<file path="src/rtl/pamc_pkg.sv">
package pamc_pkg;

  localparam int COEF_W = 16;
  localparam int WORD_W = 32;
  localparam int PROD_W = COEF_W + WORD_W;
  localparam int SUM_W = PROD_W + 3;
  localparam int DOT_W = 17;
  localparam int BOUND_W = 15;
  localparam int IDX_W = 8;
  localparam int FUNC_W = 3;
  localparam int CFG_IDX_W = 2;

  localparam int FRAC_SHIFT = 14;
  localparam int ROUND_HALF = 8192;

  localparam int MAX_MAP_PLANES_DEF = 256;
  localparam int QUEUE_DEPTH_DEF = 4;

  localparam logic [WORD_W-1:0] DIST_START = WORD_W'(100 * 65536);
  localparam logic signed [DOT_W-1:0] DOT_HI = DOT_W'(65535);
  localparam logic signed [DOT_W-1:0] DOT_LO = DOT_W'(-65536);
  localparam logic [BOUND_W-1:0] BOUND_MAX = '1;
  localparam logic [IDX_W-1:0] COUNT_MAX = '1;

  localparam logic [FUNC_W-1:0] FUNC_BEGIN = 3'd0;
  localparam logic [FUNC_W-1:0] FUNC_HEADER = 3'd1;
  localparam logic [FUNC_W-1:0] FUNC_POINT = 3'd2;
  localparam logic [FUNC_W-1:0] FUNC_END = 3'd3;
  localparam logic [FUNC_W-1:0] FUNC_FINISH = 3'd4;

  localparam logic [CFG_IDX_W-1:0] REG_DISTANCE_LIMIT = 2'd0;
  localparam logic [CFG_IDX_W-1:0] REG_ANGLE_LIMIT = 2'd1;
  localparam logic [CFG_IDX_W-1:0] REG_PERPENDICULAR_LIMIT = 2'd2;
  localparam logic [CFG_IDX_W-1:0] REG_PARALLEL_LIMIT = 2'd3;

  localparam int FLAG_MATCH = 0;
  localparam int FLAG_PARALLEL = 1;
  localparam int FLAG_PERPENDICULAR = 2;

  typedef enum logic [2:0] {
    OP_BEGIN,
    OP_HEADER,
    OP_POINT,
    OP_END,
    OP_FINISH
  } op_e;

  typedef struct packed {
    op_e op;
    logic flag;
    logic [2:0][COEF_W-1:0] coef;
    logic [2:0][WORD_W-1:0] word;
  } cmd_t;

  typedef struct packed {
    logic [WORD_W-1:0] distance_limit;
    logic [BOUND_W-1:0] angle_limit;
    logic [BOUND_W-1:0] perpendicular_limit;
    logic [BOUND_W-1:0] parallel_limit;
  } cfg_t;

endpackage

</file>
<file path="src/rtl/pamc_fifo.sv">
module pamc_fifo #(
  parameter int Depth = pamc_pkg::QUEUE_DEPTH_DEF
) (
  input  logic           clk_i,
  input  logic           rst_ni,
  input  logic           push_i,
  input  pamc_pkg::cmd_t push_cmd_i,
  output logic           full_o,
  input  logic           pop_i,
  output logic           valid_o,
  output pamc_pkg::cmd_t head_o
);
  import pamc_pkg::*;

  localparam int PtrW = (Depth > 1) ? $clog2(Depth) : 1;
  localparam int CntW = $clog2(Depth + 1);
  localparam logic [PtrW-1:0] LastPtr = PtrW'(Depth - 1);
  localparam logic [CntW-1:0] FullCnt = CntW'(Depth);

  cmd_t mem_q [Depth];
  logic [PtrW-1:0] wr_ptr_q, wr_ptr_d, rd_ptr_q, rd_ptr_d;
  logic [CntW-1:0] cnt_q, cnt_d;
  logic do_push, do_pop;

  assign full_o = (cnt_q == FullCnt);
  assign valid_o = (cnt_q != '0);
  assign head_o = mem_q[rd_ptr_q];
  assign do_push = push_i && !full_o;
  assign do_pop = pop_i && valid_o;

  always_comb begin
    wr_ptr_d = wr_ptr_q;
    rd_ptr_d = rd_ptr_q;
    cnt_d = cnt_q;
    if (do_push) begin
      wr_ptr_d = (wr_ptr_q == LastPtr) ? '0 : wr_ptr_q + 1'b1;
    end
    if (do_pop) begin
      rd_ptr_d = (rd_ptr_q == LastPtr) ? '0 : rd_ptr_q + 1'b1;
    end
    if (do_push && !do_pop) begin
      cnt_d = cnt_q + 1'b1;
    end else if (!do_push && do_pop) begin
      cnt_d = cnt_q - 1'b1;
    end
  end

  always_ff @(posedge clk_i or negedge rst_ni) begin
    if (!rst_ni) begin
      wr_ptr_q <= '0;
      rd_ptr_q <= '0;
      cnt_q <= '0;
    end else begin
      wr_ptr_q <= wr_ptr_d;
      rd_ptr_q <= rd_ptr_d;
      cnt_q <= cnt_d;
    end
  end

  always_ff @(posedge clk_i) begin
    if (do_push) begin
      mem_q[wr_ptr_q] <= push_cmd_i;
    end
  end

  a_cnt_bounded: assert property (@(posedge clk_i) disable iff (!rst_ni)
    cnt_q <= FullCnt)
    else $error("Queue fill count exceeds its depth.");

endmodule

</file>
<file path="config.mk">
export PLATFORM = sky130hd
export DESIGN_NAME = pamc_fifo
export DESIGN_NICKNAME = d
export VERILOG_FILES = /design/src/rtl/pamc_pkg.sv /design/src/rtl/pamc_fifo.sv
export SDC_FILE = /design/constraint.sdc
export NUM_CORES = 1
export LEC_CHECK = 0
export BUFFER_PORTS_ARGS = -buffer_cell sky130_fd_sc_hd__buf_2
export CORE_MARGIN = 4
export CORE_UTILIZATION = 53
export DETAILED_ROUTE_END_ITERATION = 12
export PLACE_DENSITY = 0.74
export SLEW_MARGIN = 30
export SYNTH_ARGS = -nofsm -noshare
export SYNTH_HDL_FRONTEND = slang
export SYNTH_SLANG_ARGS = --single-unit
</file>
<file path="constraint.sdc">
create_clock -name clk_i -period 13.06 [get_ports clk_i]
set_clock_uncertainty 0.2 [all_clocks]
set_input_delay 1.306 -clock clk_i [delete_from_list [all_inputs] [get_ports clk_i]]
set_output_delay 1.306 -clock clk_i [all_outputs]
set_load 0.02 [all_outputs]
</file>
==> results of run 1 <==
==> metal layers <==
layer | GRT usage | part of all wire | up-vias
met5 | 0 | 0.0018 | -
met2 | 0.2929 | 0.50 | 322
li1 | - | - | 4216
met3 | 0.05822 | 0.086 | 63
met1 | 0.2587 | 0.40 | 5109
met4 | 0.04740 | 0.018 | 12
==> registers in the layout (all words and copies together), names as in the netlist <==
register / cells
mem_q: 592
wr_ptr_q: 2
rd_ptr_q: 2
cnt_q: 3
==> worst max-delay path, cell delays in order (launching register included) <==
cell and delay, ns:
dfrtp_4 0.87, buf_4 0.73, buf_4 0.74, mux4_2 0.61, buf_2 0.18
==> cell usage after synthesis <==
library cell  instances  area, sq um
clkbuf_1              2        7.510
nor2b_1               1        6.260
inv_1                 3        11.26
xnor2_1               1        8.760
mux4_2              148         3333
nand2_1               2        7.510
nor2_1                4        15.01
or3_1                 1        6.260
dfrtp_1               7        175.2
edfxtp_1            592        17780
buf_4                 4        30.03
mux2_2                3        33.78
fa_1                  1        20.02
buf_2                16        80.08
and2_1                3        18.77
mux2_1                2        22.52
xor2_1                2        17.52
nor3b_2               1        12.51
ha_1                  6        75.07
buf_6                12        135.1
==> kinds of logic after synthesis <==
group                      synth area share
xor gates and xnor gates           0.001206
adders and majority gates          0.004363
buffers and inverters               0.01211
DFF                                  0.8237
muxes                                0.1555
and+or+nand+nor                    0.003043
==> power breakdown <==
part           switching (mW)  total, mW  internal, mW  leakage [nW]
combinational            1.13       1.88         0.747          2.32
clock                   0.648       1.60         0.955         0.875
sequential              0.135       2.67          2.54          5.50
==> layout make-up <==
class / instances / area (sq um)
clock inverters: 32 / 355.3
well taps: 532 / 665.6
fillers: 2710 / 15030
diodes: 4 / 10.01
inverters: 3 / 11.26
clock buffers: 70 / 1475
flip-flops and latches: 599 / 17960
repair buffers: 314 / 1640
multi-input cells: 175 / 3592
==> final timing paths <==
kind	start	to	slack [ns]	depth (start not counted)
setup / recovery	rd_ptr_q[0]$_DFFE_PN0P_	head_o[68]	7.77	4
hold / removal	cnt_q[2]$_DFFE_PN0P_	cnt_q[2]$_DFFE_PN0P_	0.28	1
setup reg to reg	cnt_q[2]$_DFFE_PN0P_	mem_q[1][70]$_DFFE_PP_	9.95	4
hold reg to reg	cnt_q[2]$_DFFE_PN0P_	cnt_q[2]$_DFFE_PN0P_	0.28	1
max in group asynchronous	rst_ni	rd_ptr_q[0]$_DFFE_PN0P_	12.13	1
min in group asynchronous	rst_ni	rd_ptr_q[1]$_DFFE_PN0P_	0.35	1
==> metrics by stage <==
stage,utilization,setup WS (ns)
detailed placement,0.5852,8.158
global placement,0.5851,8.170
CTS,0.6302,7.513
finish,0.6311,7.774
global route,0.6308,7.324
floorplan,-,4.643
==> results.sh, run 1 <==
export IMPL_status="finished, final reports clean"
export IMPL_gp_congestion=0.7152
export IMPL_finalPower_mw=6.154
export IMPL_clk_pin_slew_ns=0.06
export IMPL_maxSlewViolCount=0
export IMPL_yosys_warnings=0
export IMPL_hold_viol=0
export IMPL_powerDensity_mw_per_mm2=239.4
export IMPL_criticalPathCategory="reg -> out"
export IMPL_grt_first_pass_wirelength_mm=62.57
export IMPL_tns_ns=0
export IMPL_grt_ovfl_total=0
export IMPL_vias=9722
export IMPL_cts_buffers=56
export IMPL_cp_start_kind="flop"
export IMPL_rows=74
export IMPL_postSynthRegisterBits=599
export IMPL_dp_cells=1622
export IMPL_ant_nets=0
export IMPL_track_usage=0.1854
export IMPL_final_setup_viol_count=0
export IMPL_die_h_microns=210.8
export IMPL_cts_sinks=599
export IMPL_start_util=0.5350
export IMPL_critPathRequiredTime_ns=11.55
export IMPL_ctsHtreeMaxLevel=2
export IMPL_drt_iter0_drc=760
export IMPL_via_per_inst=5.623
export IMPL_syn_area_per_cell_sq_um=26.87
export IMPL_design_die_area_sq_mm=0.04443
export IMPL_vdd_ir_drop_worst_mv=0.1737
export IMPL_period_minus_slack_ns=5.286
export IMPL_critPathCaptureType="output pin"
export IMPL_hold_ws_ns=0.2829
export IMPL_rsz0062_at_grt="false"
export IMPL_firstDrtPassIters=4
export IMPL_antenna_found_initial=8
export IMPL_synth_area_sq_mm=0.02179
export IMPL_final_net_count=1308
export IMPL_hold_class="reg -> reg"
export IMPL_syn_inst=811
export IMPL_design_area_sq_mm=0.02571
export IMPL_drive_gt1_frac=0.4577
export IMPL_syn_to_final_growth_pct=17.97
export IMPL_place_area_sq_mm=0.02384
export IMPL_mostFrequentLayoutCells="edfxtp_1, buf_2, mux4_2"
export IMPL_dp_hpwl_mm=24.60
export IMPL_synth_seq_area_share=0.8237
export IMPL_ys_types=20
export IMPL_max_clock_path_buffers=3
export IMPL_ctsHoldBuffers=0
export IMPL_cts_tree="built"
export IMPL_fin_cells=1729
export IMPL_final_common_cell="edfxtp_1"
export IMPL_period_share=0.4047
export IMPL_cp_arrival_ns=3.78
export IMPL_clock_latency_ns=0.57
export IMPL_post_cts_resized=0
export IMPL_p_leak_nw=8.700
export IMPL_io_buffer_count=301
export IMPL_grt_pass1_vias=10190
export IMPL_drc=0
export IMPL_worst_slew_pin_slew_ns=0.9706
export IMPL_clk_root_buffer_cell="clkbuf_16"
export IMPL_maxSlewHeadroom=0.3529
export IMPL_cap_violations=0
export IMPL_max_freq_ghz=0.1892
export IMPL_wl_per_cell_microns=23.99
export IMPL_synth_fp_nets=970
export IMPL_core_sq_mm=0.04074
export IMPL_postRouteWirelength_mm=41.47
export IMPL_cp_max_fo=40
export IMPL_io_pins=302
export IMPL_post_cts_buffers=0
export IMPL_grt_max_degree=149
export IMPL_die_x_microns=210.8
No activity file was read; power rests on OpenSTA's default activity.
==> inputs of run 2 (changes only) <==
--- a/config.mk
+++ b/config.mk
@@ -7,9 +7,9 @@
 export LEC_CHECK = 0
 export BUFFER_PORTS_ARGS = -buffer_cell sky130_fd_sc_hd__buf_2
 export CORE_MARGIN = 4
-export CORE_UTILIZATION = 53
+export CORE_UTILIZATION = 51
 export DETAILED_ROUTE_END_ITERATION = 12
-export PLACE_DENSITY = 0.74
+export PLACE_DENSITY = 0.75
 export SLEW_MARGIN = 30
 export SYNTH_ARGS = -nofsm -noshare
 export SYNTH_HDL_FRONTEND = slang
==> constraint.sdc (replaced) <==
create_clock -name clk_i -period 4.5 [get_ports clk_i]
set_clock_uncertainty 0.2 [all_clocks]
set_input_delay 0.45 -clock clk_i [delete_from_list [all_inputs] [get_ports clk_i]]
set_output_delay 0.45 -clock clk_i [all_outputs]
set_load 0.02 [all_outputs]
==> results.sh, run 2 (synthesized netlist as in run 1, its figures left out) <==
export IMPL_wl_per_cell_microns=23.07
export IMPL_drc=0
export IMPL_hold_viol=0
export IMPL_max_freq_ghz=0.2975
export IMPL_grt_ovfl_total=0
export IMPL_final_net_count=1462
export IMPL_firstDrtPassIters=4
export IMPL_worst_slew_pin_slew_ns=0.9450
export IMPL_drt_iter0_drc=800
export IMPL_ctsHoldBuffers=150
export IMPL_cts_tree="built"
export IMPL_cap_violations=0
export IMPL_ant_nets=0
export IMPL_p_sw_mw=5.666
export IMPL_place_ws_ns=1.684
export IMPL_maxSlewHeadroom=0.3700
export IMPL_max_clock_path_buffers=3
export IMPL_post_cts_buffers=0
export IMPL_worstReg2RegStart="cnt_q[2]$_DFFE_PN0P_"
export IMPL_cp_startpoint="rd_ptr_q[0]$_DFFE_PN0P_"
export IMPL_final_common_cell="edfxtp_1"
export IMPL_p_int_mw=12.41
export IMPL_period_share=0.7469
export IMPL_critPathRequiredTime_ns=3.85
export IMPL_reg2reg_slack_ns=1.88
export IMPL_cts_buffers=57
export IMPL_cts_sinks=599
export IMPL_cp_num_cells=3
export IMPL_largest_reg_flops=592
export IMPL_p_leak_nw=9.367
export IMPL_via_per_inst=5.510
export IMPL_p_comb_frac=0.311
export IMPL_powerDensity_mw_per_mm2=662.0
export IMPL_antenna_found_initial=3
export IMPL_num_fill_cells=2673
export IMPL_cp_max_fo=42
export IMPL_design_area_sq_mm=0.02731
export IMPL_final_setup_viol_count=0
export IMPL_die_h_microns=214.7
export IMPL_timing_rr_end="mem_q[1][55]$_DFFE_PP_"
export IMPL_start_util=0.5172
export IMPL_p_clk_frac=0.258
export IMPL_io_pins=302
export IMPL_design_die_area_sq_mm=0.04610
export IMPL_cp_arrival_ns=2.71
export IMPL_finalWorstSetupSlack_ns=1.139
export IMPL_place_area_sq_mm=0.02398
export IMPL_setup_worst_path_end="head_o[45]"
export IMPL_io_buffer_count=301
export IMPL_clk_root_buffer_cell="clkbuf_16"
export IMPL_path_buf_inv=2
export IMPL_rsz0062_at_grt="false"
export IMPL_gp_congestion=0.7065
export IMPL_multi_input_area_sq_mm=0.003592
export IMPL_post_cts_resized=0
export IMPL_seq_power_share=0.431
export IMPL_clk_pin_slew_ns=0.06
export IMPL_tns_ns=0
export IMPL_maxSlewViolCount=0
export IMPL_vias=10400
export IMPL_period_minus_slack_ns=3.361
export IMPL_grt_first_pass_wirelength_mm=68.08
export IMPL_status="finished, final reports clean"
export IMPL_die_x_microns=214.7
export IMPL_hold_ws_ns=0.1215
export IMPL_track_usage=0.1917
export IMPL_dp_hpwl_mm=24.61
export IMPL_regArea_sq_mm=0.01796
export IMPL_criticalPathCategory="reg -> out"
export IMPL_path_cells="buf_12 > mux4_2 > buf_2"
export IMPL_reg2reg_depth=4
export IMPL_cp_start_kind="flop"
export IMPL_p_sw_frac=0.3134
export IMPL_top_register="mem_q"
export IMPL_postRouteWirelength_mm=43.54
export IMPL_critPathSlowestCell="dfrtp_4"
export IMPL_grt_max_degree=88
export IMPL_drive_gt1_frac=0.4098
export IMPL_core_sq_mm=0.04213
export IMPL_hold_class="in -> reg"
export IMPL_grt_pass1_vias=11480
export IMPL_vdd_ir_drop_worst_mv=0.5127
export IMPL_cp_top_family="flip-flops"
export IMPL_reg_top3="mem_q: 592 flops, cnt_q: 3 flops"
export IMPL_ctsHtreeMaxLevel=2
export IMPL_critPathCaptureType="output pin"
export IMPL_mostFrequentLayoutCells="edfxtp_1, buf_2, dlygate4sd3_1"
export IMPL_syn_to_final_growth_pct=25.32
export IMPL_slowest_delay_ns=0.89
export IMPL_clock_latency_ns=0.59
export IMPL_rows=75
run 2: metrics by stage:
stage	std cells	total power [mW]	util
2_1_floorplan	811	11.69	-
3_3_place_gp	1633	13.42	0.5691
3_5_place_dp	1633	13.50	0.5691
4_1_cts	1886	18.29	0.6482
5_1_grt	1887	18.93	0.6482
6_report	1887	18.08	0.6482
run 2: power by group through the flow:
stage / combinational (mW) / sequential (mW) / clock, mW
global route: 5.99 / 7.90 / 5.03
finish: 5.62 / 7.80 / 4.66
floorplan: 4.01 / 7.69 / 0
CTS: 5.71 / 7.81 / 4.77
detailed placement: 5.58 / 7.92 / 0
global placement: 5.58 / 7.85 / 0
run 2: layer usage:
layer,up-vias,GRT usage,share of wire
met5,-,0,0.00062
met4,4,0.05165,0.021
met3,70,0.05777,0.079
met2,385,0.3180,0.50
met1,5433,0.2517,0.39
li1,4506,-,-
run 2: worst min-delay path, delay by kind of cell:
family / cells / cell delay, ns
mux: 1 / 0.18
buf+inv: 1 / 0.10
simple gates: 1 / 0.15
run 2: worst min-delay path by stage:
stage / start / endpoint / slack (ns) / cells after the start
floorplan: rst_ni / cnt_q[0]$_DFFE_PN0P_ / -0.05 / 0
global placement: rst_ni / wr_ptr_q[0]$_DFFE_PN0P_ / 0.09 / 1
detailed placement: rst_ni / wr_ptr_q[0]$_DFFE_PN0P_ / 0.1 / 1
CTS: pop_i / rd_ptr_q[1]$_DFFE_PN0P_ / 0.05 / 3
global route: pop_i / rd_ptr_q[1]$_DFFE_PN0P_ / 0.08 / 3
finish: pop_i / rd_ptr_q[0]$_DFFE_PN0P_ / 0.12 / 3
run 2: layout make-up:
class                      instances  area share
antenna                            1  0.00009162
clock buffer                      74     0.05612
clock inverter                    29     0.01081
inverter                           3   0.0004123
multi-input combinational        175      0.1315
sequential                       599      0.6576
tap                              539     0.02469
timing repair buffer             467      0.1188
