File: config.mk
export PLATFORM = sky130hd
export DESIGN_NAME = pamc_front_flat
export DESIGN_NICKNAME = d
export VERILOG_FILES = /design/src/rtl/pamc_pkg.sv /design/src/rtl/pamc_intf.sv /design/src/rtl/pamc_front.sv /design/src/flat_wrapper.sv
export SDC_FILE = /design/constraint.sdc
export NUM_CORES = 1
export LEC_CHECK = 0
export BUFFER_PORTS_ARGS = -buffer_cell sky130_fd_sc_hd__buf_2
export CAP_MARGIN = 20
export CORE_AREA = 2 2 130 132
export DETAILED_ROUTE_END_ITERATION = 12
export DIE_AREA = 0 0 132 134
export PLACE_DENSITY = 0.38
export SLEW_MARGIN = 40
export SYNTH_ARGS = -nofsm -noshare
export SYNTH_HDL_FRONTEND = slang
export SYNTH_SLANG_ARGS = --single-unit
File: constraint.sdc
create_clock -name vclk -period 0.9
set_input_delay 0 -clock vclk [all_inputs]
set_output_delay 0 -clock vclk [all_outputs]
set_load 0.05 [all_outputs]
File: src/rtl/pamc_pkg.sv
package pamc_pkg;

  localparam int COEF_W = 16;
  localparam int WORD_W = 32;
  localparam int PROD_W = COEF_W + WORD_W;
  localparam int SUM_W = PROD_W + 3;
  localparam int DOT_W = 17;
  localparam int BOUND_W = 15;
  localparam int IDX_W = 8;
  localparam int FUNC_W = 3;
  localparam int CFG_IDX_W = 2;

  localparam int FRAC_SHIFT = 14;
  localparam int ROUND_HALF = 8192;

  localparam int MAX_MAP_PLANES_DEF = 256;
  localparam int QUEUE_DEPTH_DEF = 4;

  localparam logic [WORD_W-1:0] DIST_START = WORD_W'(100 * 65536);
  localparam logic signed [DOT_W-1:0] DOT_HI = DOT_W'(65535);
  localparam logic signed [DOT_W-1:0] DOT_LO = DOT_W'(-65536);
  localparam logic [BOUND_W-1:0] BOUND_MAX = '1;
  localparam logic [IDX_W-1:0] COUNT_MAX = '1;

  localparam logic [FUNC_W-1:0] FUNC_BEGIN = 3'd0;
  localparam logic [FUNC_W-1:0] FUNC_HEADER = 3'd1;
  localparam logic [FUNC_W-1:0] FUNC_POINT = 3'd2;
  localparam logic [FUNC_W-1:0] FUNC_END = 3'd3;
  localparam logic [FUNC_W-1:0] FUNC_FINISH = 3'd4;

  localparam logic [CFG_IDX_W-1:0] REG_DISTANCE_LIMIT = 2'd0;
  localparam logic [CFG_IDX_W-1:0] REG_ANGLE_LIMIT = 2'd1;
  localparam logic [CFG_IDX_W-1:0] REG_PERPENDICULAR_LIMIT = 2'd2;
  localparam logic [CFG_IDX_W-1:0] REG_PARALLEL_LIMIT = 2'd3;

  localparam int FLAG_MATCH = 0;
  localparam int FLAG_PARALLEL = 1;
  localparam int FLAG_PERPENDICULAR = 2;

  typedef enum logic [2:0] {
    OP_BEGIN,
    OP_HEADER,
    OP_POINT,
    OP_END,
    OP_FINISH
  } op_e;

  typedef struct packed {
    op_e op;
    logic flag;
    logic [2:0][COEF_W-1:0] coef;
    logic [2:0][WORD_W-1:0] word;
  } cmd_t;

  typedef struct packed {
    logic [WORD_W-1:0] distance_limit;
    logic [BOUND_W-1:0] angle_limit;
    logic [BOUND_W-1:0] perpendicular_limit;
    logic [BOUND_W-1:0] parallel_limit;
  } cfg_t;

endpackage

File: src/rtl/pamc_intf.sv
interface pamc_in_if;
  logic valid;
  logic ready;
  logic [2:0] func;
  logic new_frame;
  logic signed [15:0] coef_a;
  logic signed [15:0] coef_b;
  logic signed [15:0] coef_c;
  logic signed [31:0] coef_d;
  logic map_bad;
  logic signed [31:0] pt_x;
  logic signed [31:0] pt_y;
  logic signed [31:0] pt_z;

  modport source (
    output valid, func, new_frame, coef_a, coef_b, coef_c, coef_d, map_bad, pt_x, pt_y,
           pt_z,
    input  ready
  );
  modport sink (
    input  valid, func, new_frame, coef_a, coef_b, coef_c, coef_d, map_bad, pt_x, pt_y,
           pt_z,
    output ready
  );
endinterface


File: src/rtl/pamc_front.sv
module pamc_front (
  pamc_in_if.sink      in_i,
  input  logic         full_i,
  output logic         push_o,
  output pamc_pkg::cmd_t push_cmd_o
);
  import pamc_pkg::*;

  logic known;

  always_comb begin
    push_cmd_o = '0;
    push_cmd_o.coef = {in_i.coef_c, in_i.coef_b, in_i.coef_a};
    known = 1'b1;
    unique case (in_i.func)
      FUNC_BEGIN: begin
        push_cmd_o.op = OP_BEGIN;
        push_cmd_o.flag = in_i.new_frame;
        push_cmd_o.word[0] = in_i.coef_d;
      end
      FUNC_HEADER: begin
        push_cmd_o.op = OP_HEADER;
        push_cmd_o.flag = in_i.map_bad;
      end
      FUNC_POINT: begin
        push_cmd_o.op = OP_POINT;
        push_cmd_o.flag = (in_i.pt_z != '0);
        push_cmd_o.word = {in_i.pt_z, in_i.pt_y, in_i.pt_x};
      end
      FUNC_END: begin
        push_cmd_o.op = OP_END;
      end
      FUNC_FINISH: begin
        push_cmd_o.op = OP_FINISH;
      end
      default: begin
        known = 1'b0;
      end
    endcase
  end

  // Unknown requests are taken and dropped here.
  assign in_i.ready = !full_i;
  assign push_o = in_i.valid && !full_i && known;

endmodule

File: src/flat_wrapper.sv
// flat-port wrapper written by rule: the top's interface ports become plain ports
module pamc_front_flat import pamc_pkg::*;
  (full_i, push_o, push_cmd_o, in_i_valid, in_i_func, in_i_new_frame, in_i_coef_a, in_i_coef_b, in_i_coef_c, in_i_coef_d, in_i_map_bad, in_i_pt_x, in_i_pt_y, in_i_pt_z, in_i_ready);
  pamc_in_if in_i_i ();
  input  logic full_i;
  output logic push_o;
  output pamc_pkg::cmd_t push_cmd_o;
  input wire logic [$bits(in_i_i.valid)-1:0] in_i_valid;
  input wire logic [$bits(in_i_i.func)-1:0] in_i_func;
  input wire logic [$bits(in_i_i.new_frame)-1:0] in_i_new_frame;
  input wire logic [$bits(in_i_i.coef_a)-1:0] in_i_coef_a;
  input wire logic [$bits(in_i_i.coef_b)-1:0] in_i_coef_b;
  input wire logic [$bits(in_i_i.coef_c)-1:0] in_i_coef_c;
  input wire logic [$bits(in_i_i.coef_d)-1:0] in_i_coef_d;
  input wire logic [$bits(in_i_i.map_bad)-1:0] in_i_map_bad;
  input wire logic [$bits(in_i_i.pt_x)-1:0] in_i_pt_x;
  input wire logic [$bits(in_i_i.pt_y)-1:0] in_i_pt_y;
  input wire logic [$bits(in_i_i.pt_z)-1:0] in_i_pt_z;
  output wire logic [$bits(in_i_i.ready)-1:0] in_i_ready;
  assign in_i_i.valid = in_i_valid;
  assign in_i_i.func = in_i_func;
  assign in_i_i.new_frame = in_i_new_frame;
  assign in_i_i.coef_a = in_i_coef_a;
  assign in_i_i.coef_b = in_i_coef_b;
  assign in_i_i.coef_c = in_i_coef_c;
  assign in_i_i.coef_d = in_i_coef_d;
  assign in_i_i.map_bad = in_i_map_bad;
  assign in_i_i.pt_x = in_i_pt_x;
  assign in_i_i.pt_y = in_i_pt_y;
  assign in_i_i.pt_z = in_i_pt_z;
  assign in_i_ready = in_i_i.ready;
  pamc_front u_core (.in_i(in_i_i), .full_i(full_i), .push_o(push_o), .push_cmd_o(push_cmd_o));
endmodule
==> impl_metrics.csv, run 1 <==
group,metric,value,unit
global_route,grt_pass1_vias,2363,
worst_setup_path,worst_path_dominant_cell_family,"simple AND/OR/NAND/NOR gates",
drt,post_dr_vias_cell,3.59,
global_route,busiest_metal_layer_after_global_routing,"met2",
clock_network,cts.hold.buffers_added,0,
drt,detailedRoute.firstIterationViolations,18,
worst_hold_path,hold_path_class,"input pin to output pin",
yosys,synth_most_common_cell,"sky130_fd_sc_hd__and2_1",
worst_setup_path,timing.critical_path.from,"in_i_pt_z[24]",
cells_and_area,final_layout_size_suffix_gt1_frac,0.980,
drt,routed_wirelength,10300,µm
run,cap_viol_max_count,0,
power,power_density,488,mW/mm²
global_route,largest_net_degree_at_the_start_of_global_routing,27,
die,design.die.area,0.0177,mm²
power,overall_power_of_the_completed_layout,2.23,mW
sta,timing.max_slew.rel_slack,0.819,
yosys,synthTopCellsByArea,"sky130_fd_sc_hd__and2_1, sky130_fd_sc_hd__buf_4, sky130_fd_sc_hd__a22o_1",
status,outcome,"finished, violations left",
sta,period_minus_ws_final,1080,ps
worst_setup_path,biggest_cell_delay_along_the_critical_path,320,ps
die,floorplan.initialDensity,0.0796,
drt,drt-pass1-iter-count,2,
cells_and_area,design.seq.count,0,
sta,min_period_over_period,1.20,
worst_setup_path,path_depth,7,
yosys,synthTopCellsByCount,"sky130_fd_sc_hd__and2_1, sky130_fd_sc_hd__buf_4, sky130_fd_sc_hd__a22o_1",
worst_setup_path,worst-endpoint-required,900,ps
die,die-width,132,µm
cells_and_area,layout-area-overhead-vs-synth,253,%
yosys,ys_types,19,
placement,io_buffers,237,
sta,setup_viol_count_final,97,
drt,antenna_violating_nets_post_route,0,
global_route,gr-total-overflow,0,
power,total_leakage_power,2.25,nW
worst_setup_path,cp-endpoint,"push_cmd_o[144]",
cells_and_area,ff_latch_area,0,µm²
global_route,grt_pass1_wl,13400,µm
sta,achievable-frequency,923,MHz
worst_setup_path,timing.critical_path.fanout_max,2,
cells_and_area,antenna-diode-count,0,
drt,number_of_vias_in_the_routed_layout,2222,
placement,placed_area,0.00304,mm²
yosys,ys_seq_area_frac,0,
sta,final-hold-violation-count,0,
die,row_count,47,
global_route,antenna_violations_before_repair,0,
sta,worst_hold_slack_across_all_endpoints,0.0171,ps
cells_and_area,final_util,0.281,
worst_setup_path,worst_setup_path_start_kind,"input pin",
sta,final_critical_path_setup_slack,-184,ps
global_route,global_route.usage.met3,0.0231,
placement,pre_cts_slack,-394,ps
yosys,yosys_warnings,0,
worst_setup_path,sort_of_element_at_the_end_of_the_critical_path,"output pin",
worst_setup_path,worstSetupPathType,"input pin to output pin",
worst_setup_path,timing.critical_path.slowest_stage_cell,"sky130_fd_sc_hd__nor4_4",
power,peakVddDrop,0.287,mV
worst_setup_path,arrival,1080,ps
yosys,mappedNetlistArea,0.00130,mm²
die,core,0.0163,mm²
worst_setup_path,worstPathBufferInverterCount,3,
global_route,grt_util_met1,0.0961,
cells_and_area,clk_buf,0,
yosys,mapped_nets,362,
die,die_h,134,µm
placement,gp_routability_congestion,0.812,
sta,setup_total_negative_slack,-12820,ps
cells_and_area,instances_no_fill,619,
status,failed_checks,"setup timing",
placement,dpl.hpwl,6670,µm
global_route,grt.met2_usage,0.198,
yosys,synthCells,179,
worst_setup_path,critical_path.cell_chain,"buf_2, nor4_4, nand4_1, o21ai_1, buf_4, o31ai_4, buf_6",
yosys,yosysTopAreaCellShare,0.309,
cells_and_area,finalNetCount,584,
drt,route.detailed.drc,0,
cells_and_area,final_area,0.00457,mm²
die,io_pins,333,
sta,worst_tran_pin_value,263,ps
global_route,grtUsageTotal,0.0950,
yosys,postSynthAreaPerCell,7.24,µm²
cells_and_area,fillerInstances,1680,
yosys,post-synth-top-area-cell,"sky130_fd_sc_hd__and2_1",
drt,detail_route.wl_per_cell,16.6,µm
placement,placed_cells_incl_taps,595,
sta,rsz_0062_raised_after_global_routing,"yes",
sta,report.final.slew_viol_count,0,
-- cell usage in the layout, fill, tap and decap left out --
| master | instances |
|---|---|
| sky130_fd_sc_hd__clkbuf_16 | 6 |
| sky130_fd_sc_hd__o21ai_1 | 2 |
| sky130_fd_sc_hd__and3_1 | 1 |
| sky130_fd_sc_hd__o31ai_4 | 1 |
| sky130_fd_sc_hd__nor2b_4 | 2 |
| sky130_fd_sc_hd__nor3_4 | 1 |
| sky130_fd_sc_hd__nor4_4 | 6 |
| sky130_fd_sc_hd__mux2i_1 | 1 |
| sky130_fd_sc_hd__buf_4 | 19 |
| sky130_fd_sc_hd__buf_12 | 14 |
| sky130_fd_sc_hd__inv_1 | 1 |
| sky130_fd_sc_hd__nor3b_2 | 1 |
| sky130_fd_sc_hd__and2b_1 | 1 |
| sky130_fd_sc_hd__buf_2 | 133 |
| sky130_fd_sc_hd__and2_4 | 64 |
| sky130_fd_sc_hd__buf_8 | 86 |
| sky130_fd_sc_hd__nor4_2 | 2 |
| sky130_fd_sc_hd__a22o_4 | 32 |
| sky130_fd_sc_hd__nand4_1 | 2 |
| sky130_fd_sc_hd__buf_16 | 6 |
| sky130_fd_sc_hd__buf_6 | 18 |
-- cell families after synthesis --
kind of cell | count (synthesis) | synth area share
AO/OA/AOI/OAI | 35 | 0.230
multiplexers | 1 | 0.00772
AND/OR/NAND/NOR | 80 | 0.403
buffers and inverters | 63 | 0.360
-- report_power, final --
group	total [mW]	leakage (nW)	switching, mW	internal, mW
Clock	0	0	0	0
Combinational	2.23	2.25	1.13	1.10
Sequential	0	0	0	0
Total	2.23	2.25	1.13	1.10
-- worst min path at each step --
stage / slack, ps / startpoint / to / cells past startpoint
after floorplan: 60 / in_i_func[2] / push_cmd_o[146] / 1
after global placement: 0.3 / in_i_coef_b[4] / push_cmd_o[116] / 0
after detailed placement: 0.3 / in_i_coef_b[4] / push_cmd_o[116] / 0
after CTS: 0.3 / in_i_coef_b[4] / push_cmd_o[116] / 0
after global routing: 0.07 / in_i_coef_a[7] / push_cmd_o[103] / 0
final: 0.02 / in_i_coef_c[2] / push_cmd_o[130] / 0
-- what timing repair did --
action / in CTS / in global routing
endpoints found under the setup margin: 97 / 98
endpoints found under the hold margin: 0 / 0
buffers inserted: 9 / 1
gates resized for setup: 292 / 30
cloned: 7 / 8
pin swaps: 36 / 17
-- final cells by class --
cell class         instances  area [µm²]  area share
inverters                  1        3.75    0.000821
multi-input cells        116        1400       0.306
well taps                220         275      0.0602
repair buffers           282        2900       0.633
-- layer usage --
metal	share of wire	up-vias
li1	-	1014
met1	0.32	1002
met2	0.57	184
met3	0.089	22
met4	0.020	0
met5	0	-
No activity file was read; power rests on OpenSTA's default activity.
==> run 2, diff against run 1 <==
ABC_AREA = 1   (was default)
PLACE_DENSITY = 0.43   (was 0.38)
==> impl_metrics.csv, run 2 <==
group,metric,value,unit
drt,number_of_vias_in_the_routed_layout,2730,
drt,detailedRoute.firstIterationViolations,51,
die,io_pins,333,
drt,post_dr_vias_cell,3.53,
placement,dpl.hpwl,8020,µm
sta,achievable-frequency,1000,MHz
sta,worst_tran_pin_value,271,ps
worst_setup_path,arrival,1000,ps
global_route,gr-total-overflow,0,
clock_network,cts.hold.buffers_added,0,
yosys,postSynthAreaPerCell,6.25,µm²
global_route,grt_pass1_vias,2596,
power,comb_power_share,1.000,
die,row_count,47,
drt,route.detailed.drc,0,
sta,min_period_over_period,1.11,
power,peakVddDrop,0.225,mV
global_route,largest_net_degree_at_the_start_of_global_routing,25,
global_route,grtUsageTotal,0.0962,
cells_and_area,layout_common_cells,"sky130_fd_sc_hd__buf_2, sky130_fd_sc_hd__nor2_4, sky130_fd_sc_hd__buf_6",
die,die-width,132,µm
sta,worst_hold_slack_across_all_endpoints,0.0193,ps
status,failed_checks,"setup timing",
power,power_density,464,mW/mm²
placement,io_buffers,237,
yosys,post-synth-top-area-cell,"sky130_fd_sc_hd__nor2_4",
worst_setup_path,sort_of_element_at_the_end_of_the_critical_path,"output pin",
power,overall_power_of_the_completed_layout,2.50,mW
status,outcome,"finished, violations left",
global_route,antenna_violations_before_repair,0,
placement,placed_cells_incl_taps,759,
cells_and_area,clk_buf,0,
worst_setup_path,worstSetupPathType,"input pin to output pin",
sta,final-hold-violation-count,0,
cells_and_area,final_layout_size_suffix_gt1_frac,0.834,
sta,period_minus_ws_final,998,ps
cells_and_area,finalNetCount,739,
worst_setup_path,worst-endpoint-required,900,ps
die,die_h,134,µm
sta,timing.max_slew.rel_slack,0.821,
cells_and_area,ff_latch_area,0,µm²
yosys,yosys_warnings,0,
worst_setup_path,timing.critical_path.fanout_max,6,
drt,drt-pass1-iter-count,4,
placement,pre_cts_slack,-275,ps
worst_setup_path,worst_setup_path_start_kind,"input pin",
power,switching_power,1.43,mW
cells_and_area,antenna-diode-count,0,
cells_and_area,design.seq.count,0,
yosys,mapped_nets,518,
sta,setup_viol_count_final,88,
power,total_leakage_power,2.61,nW
cells_and_area,instances_no_fill,774,
yosys,synth_most_common_cell,"sky130_fd_sc_hd__nand2_1",
yosys,synthTopCellsByArea,"sky130_fd_sc_hd__nor2_4, sky130_fd_sc_hd__buf_4, sky130_fd_sc_hd__nand2_1",
yosys,synthTopCellsByCount,"sky130_fd_sc_hd__nand2_1, sky130_fd_sc_hd__inv_1, sky130_fd_sc_hd__nor2_4",
die,floorplan.initialDensity,0.129,
drt,detail_route.wl_per_cell,13.4,µm
cells_and_area,layout-area-overhead-vs-synth,157,%
yosys,ys_seq_area_frac,0,
global_route,grt_pass1_wl,13700,µm
sta,final_critical_path_setup_slack,-97.9,ps
power,power_switching_share,0.570,
run,cap_viol_max_count,0,
yosys,mappedNetlistArea,0.00209,mm²
yosys,synthCells,335,
yosys,ys_types,16,
worst_hold_path,hold_path_class,"input pin to output pin",
drt,antenna_violating_nets_post_route,0,
yosys,yosysTopAreaCellShare,0.328,
placement,gp_routability_congestion,0.743,
sta,report.final.slew_viol_count,0,
power,internal-power,1.07,mW
die,core,0.0163,mm²
die,design.die.area,0.0177,mm²
drt,routed_wirelength,10400,µm
power,share_seq_of_total_power,0,
sta,rsz_0062_raised_after_global_routing,"yes",
power,share_clk_of_total_power,0,
cells_and_area,layout.cells.most_common,"sky130_fd_sc_hd__buf_2",
## run 2: final cells by class
| cell class | instances | area (µm²) |
|---|---|---|
| Fill cell | 1708 | 10900 |
| Multi-Input combinational cell | 201 | 2040 |
| Inverter | 70 | 290 |
| Tap cell | 220 | 275 |
| Timing Repair Buffer | 283 | 2790 |
## run 2: final timing paths
path             from              end  depth (start not counted)
min   in_i_coef_a[12]  push_cmd_o[108]                          0
max      in_i_func[0]   push_cmd_o[28]                          8
## run 2: through the flow
| stage | util | instance area [µm²] | setup TNS (ps) |
|---|---|---|---|
| after CTS | 0.273 | 4450 | -6840 |
| after floorplan | - | 2340 | -6900 |
| final | 0.331 | 5390 | -4070 |
| after detailed placement | 0.229 | 3730 | -21530 |
| after global routing | 0.331 | 5390 | -8600 |
| after global placement | 0.229 | 3730 | -20550 |
## run 2: kinds of logic after synthesis
kind of cell           share of synthesized area
AOI/OAI and AO/OA                        0.00478
buffers and inverters                      0.393
and+or+nand+nor                            0.602
## run 2: worst max-delay path, stage by stage
cell and delay, ps:
sky130_fd_sc_hd__buf_6 100, sky130_fd_sc_hd__buf_6 110, sky130_fd_sc_hd__nor2_4 110, sky130_fd_sc_hd__buf_12 150, sky130_fd_sc_hd__clkbuf_16 170, sky130_fd_sc_hd__nand3_1 110
sky130_fd_sc_hd__nand2_4 100, sky130_fd_sc_hd__buf_8 140
## run 2: layer usage
layer	up-vias	GRT usage	part of all wire
met5	-	0	0
met4	0	0.0211	0.028
met3	26	0.0223	0.087
met2	173	0.193	0.56
met1	1172	0.101	0.32
li1	1359	-	-
## run 2: power groups by stage
stage / clock (mW) / sequential [mW] / combinational (mW)
4_1_cts: 0 / 0 / 2.11
3_3_place_gp: 0 / 0 / 1.85
5_1_grt: 0 / 0 / 2.63
3_5_place_dp: 0 / 0 / 1.85
6_report: 0 / 0 / 2.50
2_1_floorplan: 0 / 0 / 1.73
## run 2: what timing repair did
action                                  in CTS  in global routing
endpoints found under the setup margin      98                 99
gates cloned                                 2                  9
buffers inserted                             2                  3
resized for setup                          204                169
pin swaps                                    5                 40
hold endpoints to repair                     0                  0
==> run 3, diff against run 2 <==
--- a/config.mk
+++ b/config.mk
@@ -13,2 +13,3 @@
 export DIE_AREA = 0 0 132 134
+export GPL_ROUTABILITY_DRIVEN = 0
 export PLACE_DENSITY = 0.43
==> constraint.sdc (replaced) <==
create_clock -name vclk -period 0.9
set_input_delay 0.09 -clock vclk [all_inputs]
set_output_delay 0.09 -clock vclk [all_outputs]
set_load 0.05 [all_outputs]
==> impl_metrics.csv, run 3 (synthesis gave the netlist of run 2 again) <==
group,metric,value,unit
status,outcome,"finished, violations left",
status,failed_checks,"setup timing",
worst_setup_path,worst_setup_path_start_kind,"input pin",
power,share_clk_of_total_power,0,
worst_setup_path,worst-endpoint-required,810,ps
drt,detail_route.wl_per_cell,14.2,µm
worst_setup_path,worstPathBufferInverterCount,5,
sta,timing.max_slew.rel_slack,0.824,
sta,worst_tran_pin_value,266,ps
worst_hold_path,min_to,"push_cmd_o[100]",
cells_and_area,ff_latch_area,0,µm²
die,floorplan.initialDensity,0.129,
die,row_count,47,
power,comb_power_share,1.000,
sta,min_period_over_period,1.30,
die,design.die.area,0.0177,mm²
worst_setup_path,biggest_cell_delay_along_the_critical_path,170,ps
drt,routed_wirelength,11100,µm
cells_and_area,multi_input_area,0.00199,mm²
worst_setup_path,critical_path.cell_chain,"buf_12, nor2_4, buf_12, buf_12, buf_16, nand3_2, nand2_4, buf_12",
cells_and_area,antenna-diode-count,0,
cells_and_area,layout_common_cells,"sky130_fd_sc_hd__buf_2, sky130_fd_sc_hd__inv_1, sky130_fd_sc_hd__nor2_4",
worst_setup_path,sort_of_element_at_the_end_of_the_critical_path,"output pin",
placement,dpl.hpwl,7790,µm
drt,number_of_vias_in_the_routed_layout,2780,
global_route,grt_pass1_wl,15800,µm
placement,io_buffers,237,
cells_and_area,layout-area-overhead-vs-synth,158,%
run,cap_viol_max_count,0,
power,power_switching_share,0.565,
power,switching_power,1.45,mW
sta,final-hold-violation-count,0,
sta,setup_total_negative_slack,-19480,ps
global_route,antenna_violations_before_repair,0,
cells_and_area,finalNetCount,744,
drt,route.detailed.drc,0,
cells_and_area,layout.cells.most_common,"sky130_fd_sc_hd__buf_2",
power,peakVddDrop,0.182,mV
die,die-width,132,µm
worst_setup_path,worst_path_dominant_cell_family,"buffers and inverters",
worst_setup_path,arrival,1080,ps
global_route,grt_pass1_vias,2846,
worst_hold_path,hold_start,"in_i_coef_a[4]",
drt,post_dr_vias_cell,3.57,
die,io_pins,333,
worst_setup_path,timing.critical_path.slowest_stage_cell,"sky130_fd_sc_hd__nor2_4",
power,internal-power,1.11,mW
cells_and_area,final_layout_size_suffix_gt1_frac,0.812,
cells_and_area,clk_buf,0,
global_route,largest_net_degree_at_the_start_of_global_routing,22,
cells_and_area,instances_no_fill,779,
worst_hold_path,holdPathStages,0,
cells_and_area,design.seq.count,0,
sta,rsz_0062_raised_after_global_routing,"yes",
drt,drt-pass1-iter-count,4,
worst_setup_path,worstSetupPathType,"input pin to output pin",
power,share_seq_of_total_power,0,
drt,antenna_violating_nets_post_route,0,
worst_hold_path,hold_path_class,"input pin to output pin",
sta,achievable-frequency,853,MHz
sta,period_minus_ws_final,1170,ps
die,die_h,134,µm
placement,placed_cells_incl_taps,756,
sta,final_critical_path_setup_slack,-272,ps
clock_network,cts.hold.buffers_added,0,
worst_setup_path,timing.critical_path.fanout_max,8,
power,total_leakage_power,2.71,nW
global_route,gr-total-overflow,0,
die,core,0.0163,mm²
drt,detailedRoute.firstIterationViolations,38,
cells_and_area,fillerInstances,1662,
global_route,grtUsageTotal,0.113,
sta,setup_viol_count_final,98,
worst_setup_path,worst_path_most_repeated_cell,"sky130_fd_sc_hd__buf_12",
sta,report.final.slew_viol_count,0,
power,power_density,473,mW/mm²
-- run 3: cell count changes in the layout (fill, tap and decap cells not counted), sizes merged --
cell | previous run | this run
buf | 276 | 285
clkbuf | 7 | 3
clkinv | 1 | 0
inv | 69 | 70
-- run 3: power by group through the flow --
stage	Combinational, mW	Sequential [mW]	Clock (mW)
CTS	2.45	0	0
global route	2.69	0	0
finish	2.56	0	0
detailed placement	1.86	0	0
floorplan	1.74	0	0
global placement	1.86	0	0
-- run 3: worst max path at each step --
stage | from | endpoint | depth (start not counted)
after global placement | in_i_func[1] | push_cmd_o[18] | 9
after floorplan | in_i_func[1] | push_cmd_o[35] | 6
final | in_i_func[1] | push_cmd_o[6] | 8
after CTS | in_i_func[0] | push_cmd_o[3] | 8
after detailed placement | in_i_func[1] | push_cmd_o[15] | 9
after global routing | in_i_func[1] | push_cmd_o[6] | 8
-- run 3: layout make-up --
| class | instances | share of cell area |
|---|---|---|
| timing repair buffer | 288 | 0.526 |
| tap | 220 | 0.0509 |
| multi-input combinational | 201 | 0.369 |
| inverter | 70 | 0.0546 |
-- run 3: per-layer routing --
metal | vias to the layer above | track usage | share of wire
li1 | 1372 | - | -
met1 | 1214 | 0.121 | 0.34
met2 | 180 | 0.231 | 0.56
met3 | 14 | 0.0249 | 0.084
met4 | 0 | 0.0139 | 0.013
met5 | - | 0 | 0
-- run 3: per-stage QoR --
| step | worst slack, ps | hold WS, ps | utilization | instance area, µm² | power (mW) |
|---|---|---|---|---|---|
| 2_1_floorplan | -279 | 246 | - | 2370 | 1.74 |
| 4_1_cts | -268 | 180 | 0.312 | 5080 | 2.45 |
| 5_1_grt | -315 | 180 | 0.332 | 5410 | 2.69 |
| 6_report | -272 | 180 | 0.332 | 5410 | 2.56 |
| 3_5_place_dp | -433 | 180 | 0.227 | 3700 | 1.86 |
| 3_3_place_gp | -410 | 180 | 0.227 | 3700 | 1.86 |
-- run 3: repair_timing --
item | CTS | global route
gates cloned | 10 | 3
setup buffers | 10 | 2
resized for setup | 301 | 59
pin swaps | 10 | 22
endpoints found under the setup margin | 99 | 99
